--- src/hw/rtl/hdbrt_pkg.sv ---
// Shared constants and types for the half-duplex bus request tracker.
`timescale 1ns / 1ps
package hdbrt_pkg;

  localparam int QUEUE_SLOTS   = 4;
  localparam int PENDING_SLOTS = 8;
  localparam int FRAME_MAX     = 1023;
  localparam int QW            = $clog2(QUEUE_SLOTS + 1);
  localparam int PW            = $clog2(PENDING_SLOTS + 1);
  localparam int QIW           = (QUEUE_SLOTS > 1) ? $clog2(QUEUE_SLOTS) : 1;
  localparam int PIW           = (PENDING_SLOTS > 1) ? $clog2(PENDING_SLOTS) : 1;
  localparam int FIFO_DEPTH    = 2;

  localparam logic [1:0] OP_TICK    = 2'd0;
  localparam logic [1:0] OP_ENQUEUE = 2'd1;
  localparam logic [1:0] OP_RECEIVE = 2'd2;
  localparam logic [1:0] OP_NONE    = 2'd3;

  localparam logic [1:0] MTYPE_TEXT   = 2'd1;
  localparam logic [1:0] MTYPE_BINARY = 2'd2;

  localparam logic [2:0] PH_IDLE    = 3'd0;
  localparam logic [2:0] PH_TURN_TX = 3'd1;
  localparam logic [2:0] PH_TX      = 3'd2;
  localparam logic [2:0] PH_TURN_RX = 3'd3;
  localparam logic [2:0] PH_RX      = 3'd4;

  localparam logic [2:0] SLOT_NONE = 3'd7;

  localparam logic [1:0] KIND_REQUEST  = 2'd1;
  localparam logic [1:0] KIND_RESPONSE = 2'd2;
  localparam logic [1:0] KIND_EVENT    = 2'd3;

  localparam logic [2:0] REG_TURN_TX  = 3'd0;
  localparam logic [2:0] REG_TURN_RX  = 3'd1;
  localparam logic [2:0] REG_TIMEOUT  = 3'd2;
  localparam logic [2:0] REG_HALF_DUP = 3'd3;
  localparam logic [2:0] REG_FRAME_LIM = 3'd4;

  // Classified command passed from the front end to the sequencer.
  typedef struct packed {
    logic [1:0]  op;
    logic        enq_ok;
    logic [7:0]  client;
    logic [1:0]  mtype;
    logic [9:0]  length;
    logic        track;
    logic [31:0] request;
    logic [31:0] match;
  } cmd_t;

  // True once now has reached deadline, with 32-bit wrapping.
  function automatic logic time_reached(input logic [31:0] now, input logic [31:0] dl);
    logic [31:0] diff;
    diff = now - dl;
    return ~diff[31];
  endfunction

endpackage

--- src/hw/rtl/hdbrt_front.sv ---
// Front end: takes commands, classifies them and holds them in a short queue.
`timescale 1ns / 1ps
module hdbrt_front import hdbrt_pkg::*; (
  input  logic        clk,
  input  logic        rst,
  input  logic        start,
  input  logic [1:0]  operation,
  input  logic [7:0]  client_num,
  input  logic [1:0]  message_type,
  input  logic [9:0]  frame_length,
  input  logic [1:0]  msg_kind,
  input  logic        wants_response,
  input  logic [31:0] request_number,
  input  logic [31:0] reply_number,
  input  logic        meta_valid,
  input  logic [9:0]  frame_size_limit,
  input  logic        take,
  output logic        full,
  output logic        empty,
  output cmd_t        head
);

  cmd_t       cmd_in;
  cmd_t       fifo [FIFO_DEPTH];
  logic [0:0] wptr, rptr;
  logic [1:0] count;
  logic [1:0] kind;
  logic [31:0] reqn, repn;
  logic push;

  assign full  = (count == 2'(FIFO_DEPTH));
  assign empty = (count == 2'd0);
  assign push  = start && !full;
  assign head  = fifo[rptr];

  // Classification of the incoming command.
  always_comb begin
    kind = meta_valid ? msg_kind : 2'd0;
    reqn = meta_valid ? request_number : 32'd0;
    repn = meta_valid ? reply_number : 32'd0;
    cmd_in.op      = operation;
    cmd_in.client  = client_num;
    cmd_in.mtype   = message_type;
    cmd_in.length  = frame_length;
    cmd_in.request = reqn;
    cmd_in.enq_ok  = (frame_length != 10'd0) && (frame_size_limit != 10'd0) &&
                     (frame_length <= frame_size_limit) &&
                     (32'(frame_length) <= 32'(FRAME_MAX)) &&
                     ((message_type == MTYPE_TEXT) || (message_type == MTYPE_BINARY));
    cmd_in.track   = (kind == KIND_REQUEST) && meta_valid && wants_response &&
                     (reqn != 32'd0);
    if (kind == KIND_RESPONSE) begin
      cmd_in.match = (repn != 32'd0) ? repn : reqn;
    end else if (kind == KIND_EVENT) begin
      cmd_in.match = repn;
    end else begin
      cmd_in.match = 32'd0;
    end
  end

  // Queue storage.
  always_ff @(posedge clk) begin
    if (push) begin
      fifo[wptr] <= cmd_in;
    end
  end

  // Queue pointers.
  always_ff @(posedge clk) begin
    if (rst) begin
      wptr  <= '0;
      rptr  <= '0;
      count <= '0;
    end else begin
      if (push) begin
        wptr <= wptr + 1'b1;
      end
      if (take) begin
        rptr <= rptr + 1'b1;
      end
      count <= count + 2'(push) - 2'(take);
    end
  end

endmodule

--- src/hw/rtl/hdbrt_back.sv ---
// Back end: sequencer that carries out commands over the slot queue and pending table.
`timescale 1ns / 1ps
module hdbrt_back import hdbrt_pkg::*; (
  input  logic        clk,
  input  logic        rst,
  input  logic        empty,
  input  cmd_t        head,
  output logic        take,
  output logic        idle,
  input  logic [15:0] turnaround_tx_time,
  input  logic [15:0] turnaround_rx_time,
  input  logic [31:0] response_timeout,
  input  logic        half_duplex_mode,
  output logic        done,
  output logic        accepted,
  output logic [2:0]  bus_phase,
  output logic        tx_done,
  output logic [7:0]  tx_client,
  output logic [1:0]  tx_type,
  output logic [9:0]  tx_length,
  output logic [31:0] tx_request,
  output logic [3:0]  timeouts_now,
  output logic        pending_full_drop,
  output logic        completed,
  output logic [2:0]  queue_used,
  output logic [3:0]  pending_count
);

  localparam logic [1:0] S_IDLE = 2'd0;
  localparam logic [1:0] S_SCAN = 2'd1;
  localparam logic [1:0] S_EXEC = 2'd2;
  localparam logic [1:0] S_DONE = 2'd3;

  logic [1:0]  state;
  cmd_t        cur;
  logic [PIW-1:0] idx;

  logic [31:0] ms_clock, phase_since;
  logic [2:0]  phase, active_slot;
  logic [QUEUE_SLOTS-1:0]   slot_valid;
  logic [7:0]  slot_client [QUEUE_SLOTS];
  logic [1:0]  slot_type   [QUEUE_SLOTS];
  logic [9:0]  slot_len    [QUEUE_SLOTS];
  logic        slot_track  [QUEUE_SLOTS];
  logic [31:0] slot_req    [QUEUE_SLOTS];
  logic [PENDING_SLOTS-1:0] pend_valid;
  logic [31:0] pend_request  [PENDING_SLOTS];
  logic [31:0] pend_deadline [PENDING_SLOTS];
  logic [9:0]  last_length;

  // Scan results gathered one entry per cycle.
  logic        hit_found, free_found;
  logic [PIW-1:0] hit_idx, free_idx;
  logic [31:0] key;
  logic [3:0]  tmo;

  // Combinational slot search.
  logic        slot_free_found, slot_any;
  logic [2:0]  slot_free_idx, slot_first;
  logic [QW-1:0] qcount;
  logic [PW-1:0] pcount;
  logic        tx_ok;
  logic [QIW-1:0] as_sel, free_sel;

  assign idle = (state == S_IDLE);
  assign take = (state == S_IDLE) && !empty;
  assign as_sel   = active_slot[QIW-1:0];
  assign free_sel = slot_free_idx[QIW-1:0];
  assign tx_ok = (32'(active_slot) < 32'(QUEUE_SLOTS)) && slot_valid[as_sel];

  always_comb begin
    slot_free_found = 1'b0;
    slot_free_idx   = 3'd0;
    slot_any        = 1'b0;
    slot_first      = 3'd0;
    qcount          = '0;
    for (int i = QUEUE_SLOTS - 1; i >= 0; i--) begin
      if (!slot_valid[i]) begin
        slot_free_found = 1'b1;
        slot_free_idx   = 3'(i);
      end else begin
        slot_any   = 1'b1;
        slot_first = 3'(i);
      end
    end
    for (int i = 0; i < QUEUE_SLOTS; i++) begin
      qcount = qcount + QW'(slot_valid[i]);
    end
    pcount = '0;
    for (int i = 0; i < PENDING_SLOTS; i++) begin
      pcount = pcount + PW'(pend_valid[i]);
    end
  end

  // Sequencer.
  always_ff @(posedge clk) begin
    if (rst) begin
      state       <= S_IDLE;
      done        <= 1'b0;
      ms_clock    <= '0;
      phase       <= PH_IDLE;
      phase_since <= '0;
      active_slot <= SLOT_NONE;
      slot_valid  <= '0;
      pend_valid  <= '0;
      last_length <= '0;
      idx         <= '0;
    end else begin
      done <= 1'b0;
      case (state)
        S_IDLE: begin
          if (!empty) begin
            cur        <= head;
            idx        <= '0;
            hit_found  <= 1'b0;
            free_found <= 1'b0;
            tmo        <= '0;
            tx_done    <= 1'b0;
            pending_full_drop <= 1'b0;
            completed  <= 1'b0;
            accepted   <= 1'b1;
            tx_client  <= '0;
            tx_type    <= '0;
            tx_request <= '0;
            if (head.op == OP_TICK) begin
              ms_clock <= ms_clock + 32'd1;
              key      <= tx_ok ? slot_req[as_sel] : 32'd0;
            end else begin
              key <= head.match;
            end
            state <= S_SCAN;
          end
        end
        S_SCAN: begin
          // One pending entry per cycle: expiry on ticks, id match for lookups.
          if (cur.op == OP_TICK && pend_valid[idx] &&
              time_reached(ms_clock, pend_deadline[idx])) begin
            pend_valid[idx] <= 1'b0;
            tmo <= tmo + 4'd1;
          end else if (pend_valid[idx] && key != 32'd0 && pend_request[idx] == key &&
                       !hit_found) begin
            hit_found <= 1'b1;
            hit_idx   <= idx;
          end
          if (!pend_valid[idx] && !free_found) begin
            free_found <= 1'b1;
            free_idx   <= idx;
          end else if (cur.op == OP_TICK && pend_valid[idx] && !free_found &&
                       time_reached(ms_clock, pend_deadline[idx])) begin
            free_found <= 1'b1;
            free_idx   <= idx;
          end
          if (32'(idx) == 32'(PENDING_SLOTS - 1)) begin
            state <= S_EXEC;
          end else begin
            idx <= idx + 1'b1;
          end
        end
        S_EXEC: begin
          timeouts_now <= tmo;
          case (cur.op)
            OP_TICK: begin
              case (phase)
                PH_IDLE: begin
                  if (slot_any) begin
                    active_slot <= slot_first;
                    phase_since <= ms_clock;
                    phase <= half_duplex_mode ? PH_TURN_TX : PH_TX;
                  end
                end
                PH_TURN_TX: begin
                  if (time_reached(ms_clock, phase_since + 32'(turnaround_tx_time))) begin
                    phase <= PH_TX;
                    phase_since <= ms_clock;
                  end
                end
                PH_TX: begin
                  phase_since <= ms_clock;
                  if (!tx_ok) begin
                    phase <= PH_IDLE;
                    active_slot <= SLOT_NONE;
                  end else begin
                    tx_done     <= 1'b1;
                    tx_client   <= slot_client[as_sel];
                    tx_type     <= slot_type[as_sel];
                    tx_request  <= slot_req[as_sel];
                    last_length <= slot_len[as_sel];
                    if (slot_track[as_sel]) begin
                      if (hit_found) begin
                        pend_deadline[hit_idx] <= ms_clock + response_timeout;
                      end else if (free_found) begin
                        pend_valid[free_idx]    <= 1'b1;
                        pend_request[free_idx]  <= key;
                        pend_deadline[free_idx] <= ms_clock + response_timeout;
                      end else begin
                        pending_full_drop <= 1'b1;
                      end
                    end
                    slot_valid[as_sel] <= 1'b0;
                    phase <= half_duplex_mode ? PH_TURN_RX : PH_IDLE;
                    if (!half_duplex_mode) begin
                      active_slot <= SLOT_NONE;
                    end
                  end
                end
                PH_TURN_RX: begin
                  if (time_reached(ms_clock, phase_since + 32'(turnaround_rx_time))) begin
                    phase <= PH_IDLE;
                    phase_since <= ms_clock;
                    active_slot <= SLOT_NONE;
                  end
                end
                default: begin
                  if (time_reached(ms_clock, phase_since + 32'(turnaround_rx_time))) begin
                    phase <= PH_IDLE;
                    phase_since <= ms_clock;
                  end
                end
              endcase
            end
            OP_ENQUEUE: begin
              if (cur.enq_ok && slot_free_found) begin
                slot_valid[free_sel]  <= 1'b1;
                slot_client[free_sel] <= cur.client;
                slot_type[free_sel]   <= cur.mtype;
                slot_len[free_sel]    <= cur.length;
                slot_track[free_sel]  <= cur.track;
                slot_req[free_sel]    <= cur.request;
                if (phase == PH_IDLE) begin
                  // Lowest valid slot after the write.
                  active_slot <= (slot_any && slot_first < slot_free_idx) ? slot_first
                                                                          : slot_free_idx;
                  phase_since <= ms_clock;
                  phase <= half_duplex_mode ? PH_TURN_TX : PH_TX;
                end
              end else begin
                accepted <= 1'b0;
              end
            end
            OP_RECEIVE: begin
              phase <= PH_RX;
              phase_since <= ms_clock;
              if (hit_found) begin
                pend_valid[hit_idx] <= 1'b0;
                completed <= 1'b1;
              end
            end
            default: begin
            end
          endcase
          state <= S_DONE;
        end
        default: begin
          // Status after the item's updates.
          bus_phase     <= phase;
          tx_length     <= last_length;
          queue_used    <= 3'(qcount);
          pending_count <= 4'(pcount);
          done  <= 1'b1;
          state <= S_IDLE;
        end
      endcase
    end
  end

endmodule

--- src/hw/rtl/half_duplex_bus_request_tracker_core.sv ---
// Top level of the half-duplex bus request tracker.
`timescale 1ns / 1ps
// Usage:
// A command is taken when start is high and busy is low. operation selects a
// millisecond tick, an enqueue of a frame or a received frame. Commands are
// classified on entry and held in a two-entry queue; busy is high while that
// queue is full. The sequencer takes one command at a time and walks the
// eight-entry pending table one entry per cycle; it takes no further command
// until it has given the result of the current one. Each command gives exactly
// one result, shown for one cycle with done high. The receiver cannot stall;
// results are never held back. Configuration registers are written through
// cfg_write, cfg_index and cfg_data; the user must write them only while the
// block is idle, which the block itself does not enforce.
// Reset empties the queue, the transmit slots and the pending table, sets the
// bus idle, the clock to zero and the registers to their defaults.
module half_duplex_bus_request_tracker_core import hdbrt_pkg::*; (
  input  logic        clk,
  input  logic        rst,
  input  logic        start,
  output logic        busy,
  input  logic [1:0]  operation,
  input  logic [7:0]  client_num,
  input  logic [1:0]  message_type,
  input  logic [9:0]  frame_length,
  input  logic [1:0]  msg_kind,
  input  logic        wants_response,
  input  logic [31:0] request_number,
  input  logic [31:0] reply_number,
  input  logic        meta_valid,
  input  logic        cfg_write,
  input  logic [2:0]  cfg_index,
  input  logic [31:0] cfg_data,
  output logic        done,
  output logic        accepted,
  output logic [2:0]  bus_phase,
  output logic        tx_done,
  output logic [7:0]  tx_client,
  output logic [1:0]  tx_type,
  output logic [9:0]  tx_length,
  output logic [31:0] tx_request,
  output logic [3:0]  timeouts_now,
  output logic        pending_full_drop,
  output logic        completed,
  output logic [2:0]  queue_used,
  output logic [3:0]  pending_count
);

  logic [15:0] turnaround_tx_time, turnaround_rx_time;
  logic [31:0] response_timeout;
  logic        half_duplex_mode;
  logic [9:0]  frame_size_limit;
  logic        full, empty, take, back_idle;
  cmd_t        head;

  assign busy = full;

  // Configuration registers.
  always_ff @(posedge clk) begin
    if (rst) begin
      turnaround_tx_time <= 16'd2;
      turnaround_rx_time <= 16'd2;
      response_timeout   <= 32'd1000;
      half_duplex_mode   <= 1'b1;
      frame_size_limit   <= 10'd256;
    end else if (cfg_write) begin
      case (cfg_index)
        REG_TURN_TX:   turnaround_tx_time <= cfg_data[15:0];
        REG_TURN_RX:   turnaround_rx_time <= cfg_data[15:0];
        REG_TIMEOUT:   response_timeout   <= cfg_data;
        REG_HALF_DUP:  half_duplex_mode   <= cfg_data[0];
        REG_FRAME_LIM: frame_size_limit   <= cfg_data[9:0];
        default: begin
        end
      endcase
    end
  end

  hdbrt_front u_front (
    .clk, .rst, .start, .operation, .client_num, .message_type, .frame_length,
    .msg_kind, .wants_response, .request_number, .reply_number, .meta_valid,
    .frame_size_limit, .take, .full, .empty, .head
  );

  hdbrt_back u_back (
    .clk, .rst, .empty, .head, .take, .idle(back_idle),
    .turnaround_tx_time, .turnaround_rx_time, .response_timeout, .half_duplex_mode,
    .done, .accepted, .bus_phase, .tx_done, .tx_client, .tx_type, .tx_length,
    .tx_request, .timeouts_now, .pending_full_drop, .completed, .queue_used,
    .pending_count
  );

  // A result only follows a dequeued command.
  a_done_after_work: assert property (@(posedge clk) disable iff (rst)
    done |-> !$past(back_idle)) else $error("result without a command");

  // The tx request and client fields are zero unless a frame finished.
  a_tx_zero: assert property (@(posedge clk) disable iff (rst)
    (done && !tx_done) |-> (tx_request == 32'd0 && tx_client == 8'd0))
    else $error("tx fields set without tx_done");

  // Dequeue only happens when the sequencer is free.
  a_take_idle: assert property (@(posedge clk) disable iff (rst)
    take |-> (back_idle && !empty)) else $error("dequeue while busy");

endmodule

--- config.mk ---
export PLATFORM = sky130hd
export DESIGN_NAME = half_duplex_bus_request_tracker_core
export DESIGN_NICKNAME = d
export VERILOG_FILES = /design/src/hw/rtl/hdbrt_pkg.sv /design/src/hw/rtl/hdbrt_front.sv /design/src/hw/rtl/hdbrt_back.sv /design/src/hw/rtl/half_duplex_bus_request_tracker_core.sv
export SDC_FILE = /design/constraint.sdc
export NUM_CORES = 2
export LEC_CHECK = 0
export CORE_ASPECT_RATIO = 0.7
export CORE_MARGIN = 2
export CORE_UTILIZATION = 25
export CTS_CLUSTER_SIZE = 40
export DETAILED_ROUTE_END_ITERATION = 10
export DONT_BUFFER_PORTS = 1
export REMOVE_ABC_BUFFERS = 1
export SYNTH_ARGS = -nofsm -noshare
export SYNTH_HDL_FRONTEND = slang
export SYNTH_HIERARCHICAL = 1
export SYNTH_SLANG_ARGS = --single-unit
--- constraint.sdc ---
create_clock -name clk -period 21.9 [get_ports clk]
set_clock_uncertainty 0.05 [all_clocks]
set_input_delay 3.285 -clock clk [delete_from_list [all_inputs] [get_ports clk]]
set_output_delay 3.285 -clock clk [all_outputs]
set_load 0.1 [all_outputs]
==> impl_metrics.yaml <==
cts:
  cts-hold-fix-buffers: 0
  clk_pin_slew_ns: 0.06
  max-clock-path-buffers: 3
  clock_sink_count: 1253
  cts_tree: "done"
  cts-buffers-inserted: 134
  htree_levels: 4
  root_buffer: "clkbuf_16"
  postCtsSetupBuffers: 0
  clock_latency_ns: 0.78
  cts_repair_resize_count: 0
layout:
  final_net_count: 3770
  regArea_um2: 35800
  final_layout_size_suffix_gt1_share_pct: 17.1
  multi_input_comb_area_um2: 17100
  syn2layout_area_growth_pct: 14.8
  num-fill-cells: 21200
synthesis:
  mappedNetlistArea_um2: 54000
  async_reset_ff_share_pct: 0
  yosysTopAreaCellShare_pct: 59.5
  synthMostInstantiatedCell: "edfxtp_1"
  netlist-cell-type-count: 80
  synth.cells.most_frequent: "edfxtp_1 (1,070), dfxtp_1 (183), mux4_2 (183)"
  largest_family_of_logic_cells_by_synthesized_area: "multiplexers"
  syn-instance-count: 3420
  synth.avg_cell_area_um2: 15.8
  yosys-mux-area-fraction_pct: 12.4
  yosys_most_used_dff: "edfxtp_1"
  seq_area_frac_synth_pct: 66.3
  compound_cell_area_share_of_the_yosys_netlist_pct: 4.53
  arithmetic_cell_share_of_the_synthesized_area_counting_full_adders_half_adders_and_majority_gates_pct: 4.92
  ys.warnings.count: 6
  synthTopCellsByArea: "edfxtp_1 (59%), mux4_2 (7.6%), dfxtp_1 (6.8%)"
  post_synth_and_or_nand_nor_area_fraction_pct: 7.83
  synth_enable_flop_cells: 1070
  yosysTopAreaCell: "edfxtp_1"
  synth-seq-cells: 1253
  synthXorXnorAreaFrac_pct: 1.59
grt:
  first_global_vias: 28700
  number_of_antenna_violations_at_the_first_check_in_global_routing: 2
  grt_pass1_wl_um: 198000
  grt_max_degree: 230
  grt_overflow_total: 0
  grt_use_total_pct: 12.0
route:
  detail_route.drc_violations: 0
  drt-met1-wl_um: 63700
  routed-wl-met2_um: 59300
  detailed_route_wire_length_um: 134000
  drtIter0Drc: 2715
  viasPerCell: 4.56
  num_vias: 29400
  routed.top_layer: "met5"
  drt_first_pass_iters: 6
  wl_met3_um: 8860
  wire_per_inst_um: 20.9
  detail-route-antenna-nets: 0
sta:
  tightest_slew_ns: 1.26
  final.setup.tns_ns: 0
  fmax_mhz: 173
  setup_repair_after_global_routing_missed_its_margin: "false"
  min_period_ns: 5.76
  slew-limit-headroom_pct: 16.0
  setup_violations: 0
  layout_worst_path_cycle_share_pct: 26.3
  final-max-slew-violation-count: 0
  finalHoldViolations: 0
die:
  io_pins: 201
  starting_density_of_the_core_pct: 25.2
  design.core.area_um2: 214000
  floorplan.die.height_um: 393
  floorplan.rows: 142
  dieArea_um2: 220000
  fp.dieW_um: 560
worst_setup_path:
  worst_setup_path_start_kind: "flop"
  timing.setup.critical_path_class: "flop to flop"
  crit_arrival_ns: 6.41
  worstSetupEndpointType: "flop"
  path_max_fanout: 45
  cp_data_required_time_ns: 22.54
job:
  maxCapViolations: 0
place:
  routabilityCongestion: 0.791
  dp_hpwl_um: 88500
  placement.io_buffers: 0
run_status:
  outcome: "complete, no violations"
power:
  total_power_mw: 6.16
  worst_ir_drop_vdd_v: 0.0000672
  p_per_area_nw_per_um2: 99.4
  leakagePower_nw: 20.4
hold_path:
  worst_hold_path_type: "flop to flop"
==> cell families after synthesis <==
logic type,Yosys count
DFF,1253
and+or+nand+nor,743
muxes,430
AOI/OAI and AO/OA,394
buffers and inverters,310
adders and majority gates,192
xor gates and xnor gates,98
==> report_power, final <==
part | leakage, nW | switching, mW | internal [mW]
registers | 11.3 | 0.336 | 2.82
logic | 6.95 | 0.423 | 0.273
clock network | 2.20 | 0.971 | 1.34
==> state kept, by name, indices dropped and copies added (netlist names), 8 cells and up, named ones only <==
| register | cells |
|---|---|
| u_front/fifo | 176 |
| u_back/cur | 56 |
| u_back/last_length | 10 |
| frame_size_limit | 10 |
| u_back/pend_valid | 8 |
| turnaround_rx_time | 16 |
| u_back/phase_since | 32 |
| u_back/slot_len | 40 |
| u_back/tx_client | 8 |
| u_back/slot_req | 128 |
| u_back/tx_request | 32 |
| u_back/tx_length | 10 |
| u_back/slot_client | 32 |
| u_back/pend_request | 256 |
| turnaround_tx_time | 16 |
| u_back/ms_clock | 32 |
| u_back/pend_deadline | 256 |
| u_back/key | 32 |
| u_back/slot_type | 8 |
| response_timeout | 32 |
==> critical path, stage by stage (launching register included) <==
cell and delay (ns):
dfxtp_4 0.85, buf_4 0.82, mux4_2 0.61, mux2i_1 0.24, ha_1 0.30, o21a_1 0.11, o21a_1 0.16, o311ai_0 0.39
o21ai_0 0.16, o31ai_1 0.69, mux2i_1 0.31, a21oi_2 0.51, o2111ai_1 0.21, a21oi_1 0.19
==> per-stage QoR <==
stage | hold slack (ns) | instance area, µm² | setup slack [ns] | std cells | utilization (%)
detailed placement | 0.372 | 57500 | 15.74 | 6193 | 26.8
CTS | 0.386 | 62000 | 16.08 | 6440 | 28.9
finish | 0.384 | 62000 | 16.14 | 6442 | 28.9
global route | 0.393 | 62000 | 15.70 | 6440 | 28.9
floorplan | 0.358 | 53300 | 12.45 | 3263 | -
global placement | 0.365 | 57500 | 15.77 | 6193 | 26.8
==> routing by layer <==
metal,track usage (%),vias up
li1,-,13100
met3,2.73,155
met5,0,-
met4,3.00,2
met1,17.4,15200
met2,18.1,844
==> area by class of cell <==
| cell class | instances | share of cell area, % |
|---|---|---|
| clock buffer | 172 | 5.77 |
| clock inverter | 75 | 1.53 |
| timing repair buffer | 50 | 0.605 |
| antenna | 2 | 0.00807 |
| multi-input combinational | 1857 | 27.6 |
| sequential | 1253 | 57.8 |
| tap | 2880 | 5.81 |
| inverter | 153 | 0.926 |
==> worst paths after layout <==
kind / start / end / slack (ns) / depth (start not counted)
min: u_back/last_length[7] / u_back/tx_length[7] / 0.38 / 0
min reg2reg: u_back/last_length[7] / u_back/tx_length[7] / 0.38 / 0
max reg2reg: flop / u_back/pend_valid[6] / 16.14 / 13
max: flop / u_back/pend_valid[6] / 16.14 / 13
==> placed cells by master (no fill, tap or decap), drive strengths merged, types with 20 or more instances in the layout <==
cell    netlist  layout
xor2         27      27
fa           34      34
clkinv        1      48
mux4        183     183
xnor2        71      71
nor2        144     144
a21o         43      43
nand2       139     139
mux2         89      89
clkbuf      100     172
a21oi       121     121
nor3         20      20
inv         152     162
mux2i       158     158
ha          158     158
and2         78      78
buf          57      50
dfxtp       183     183
nand3        61      61
edfxtp     1070    1070
o21a         42      42
nor4         44      44
nand2b      112     112
nand4        29      29
nor4b        38      38
o21ai       106     106
(Power assumes the default switching activity.)
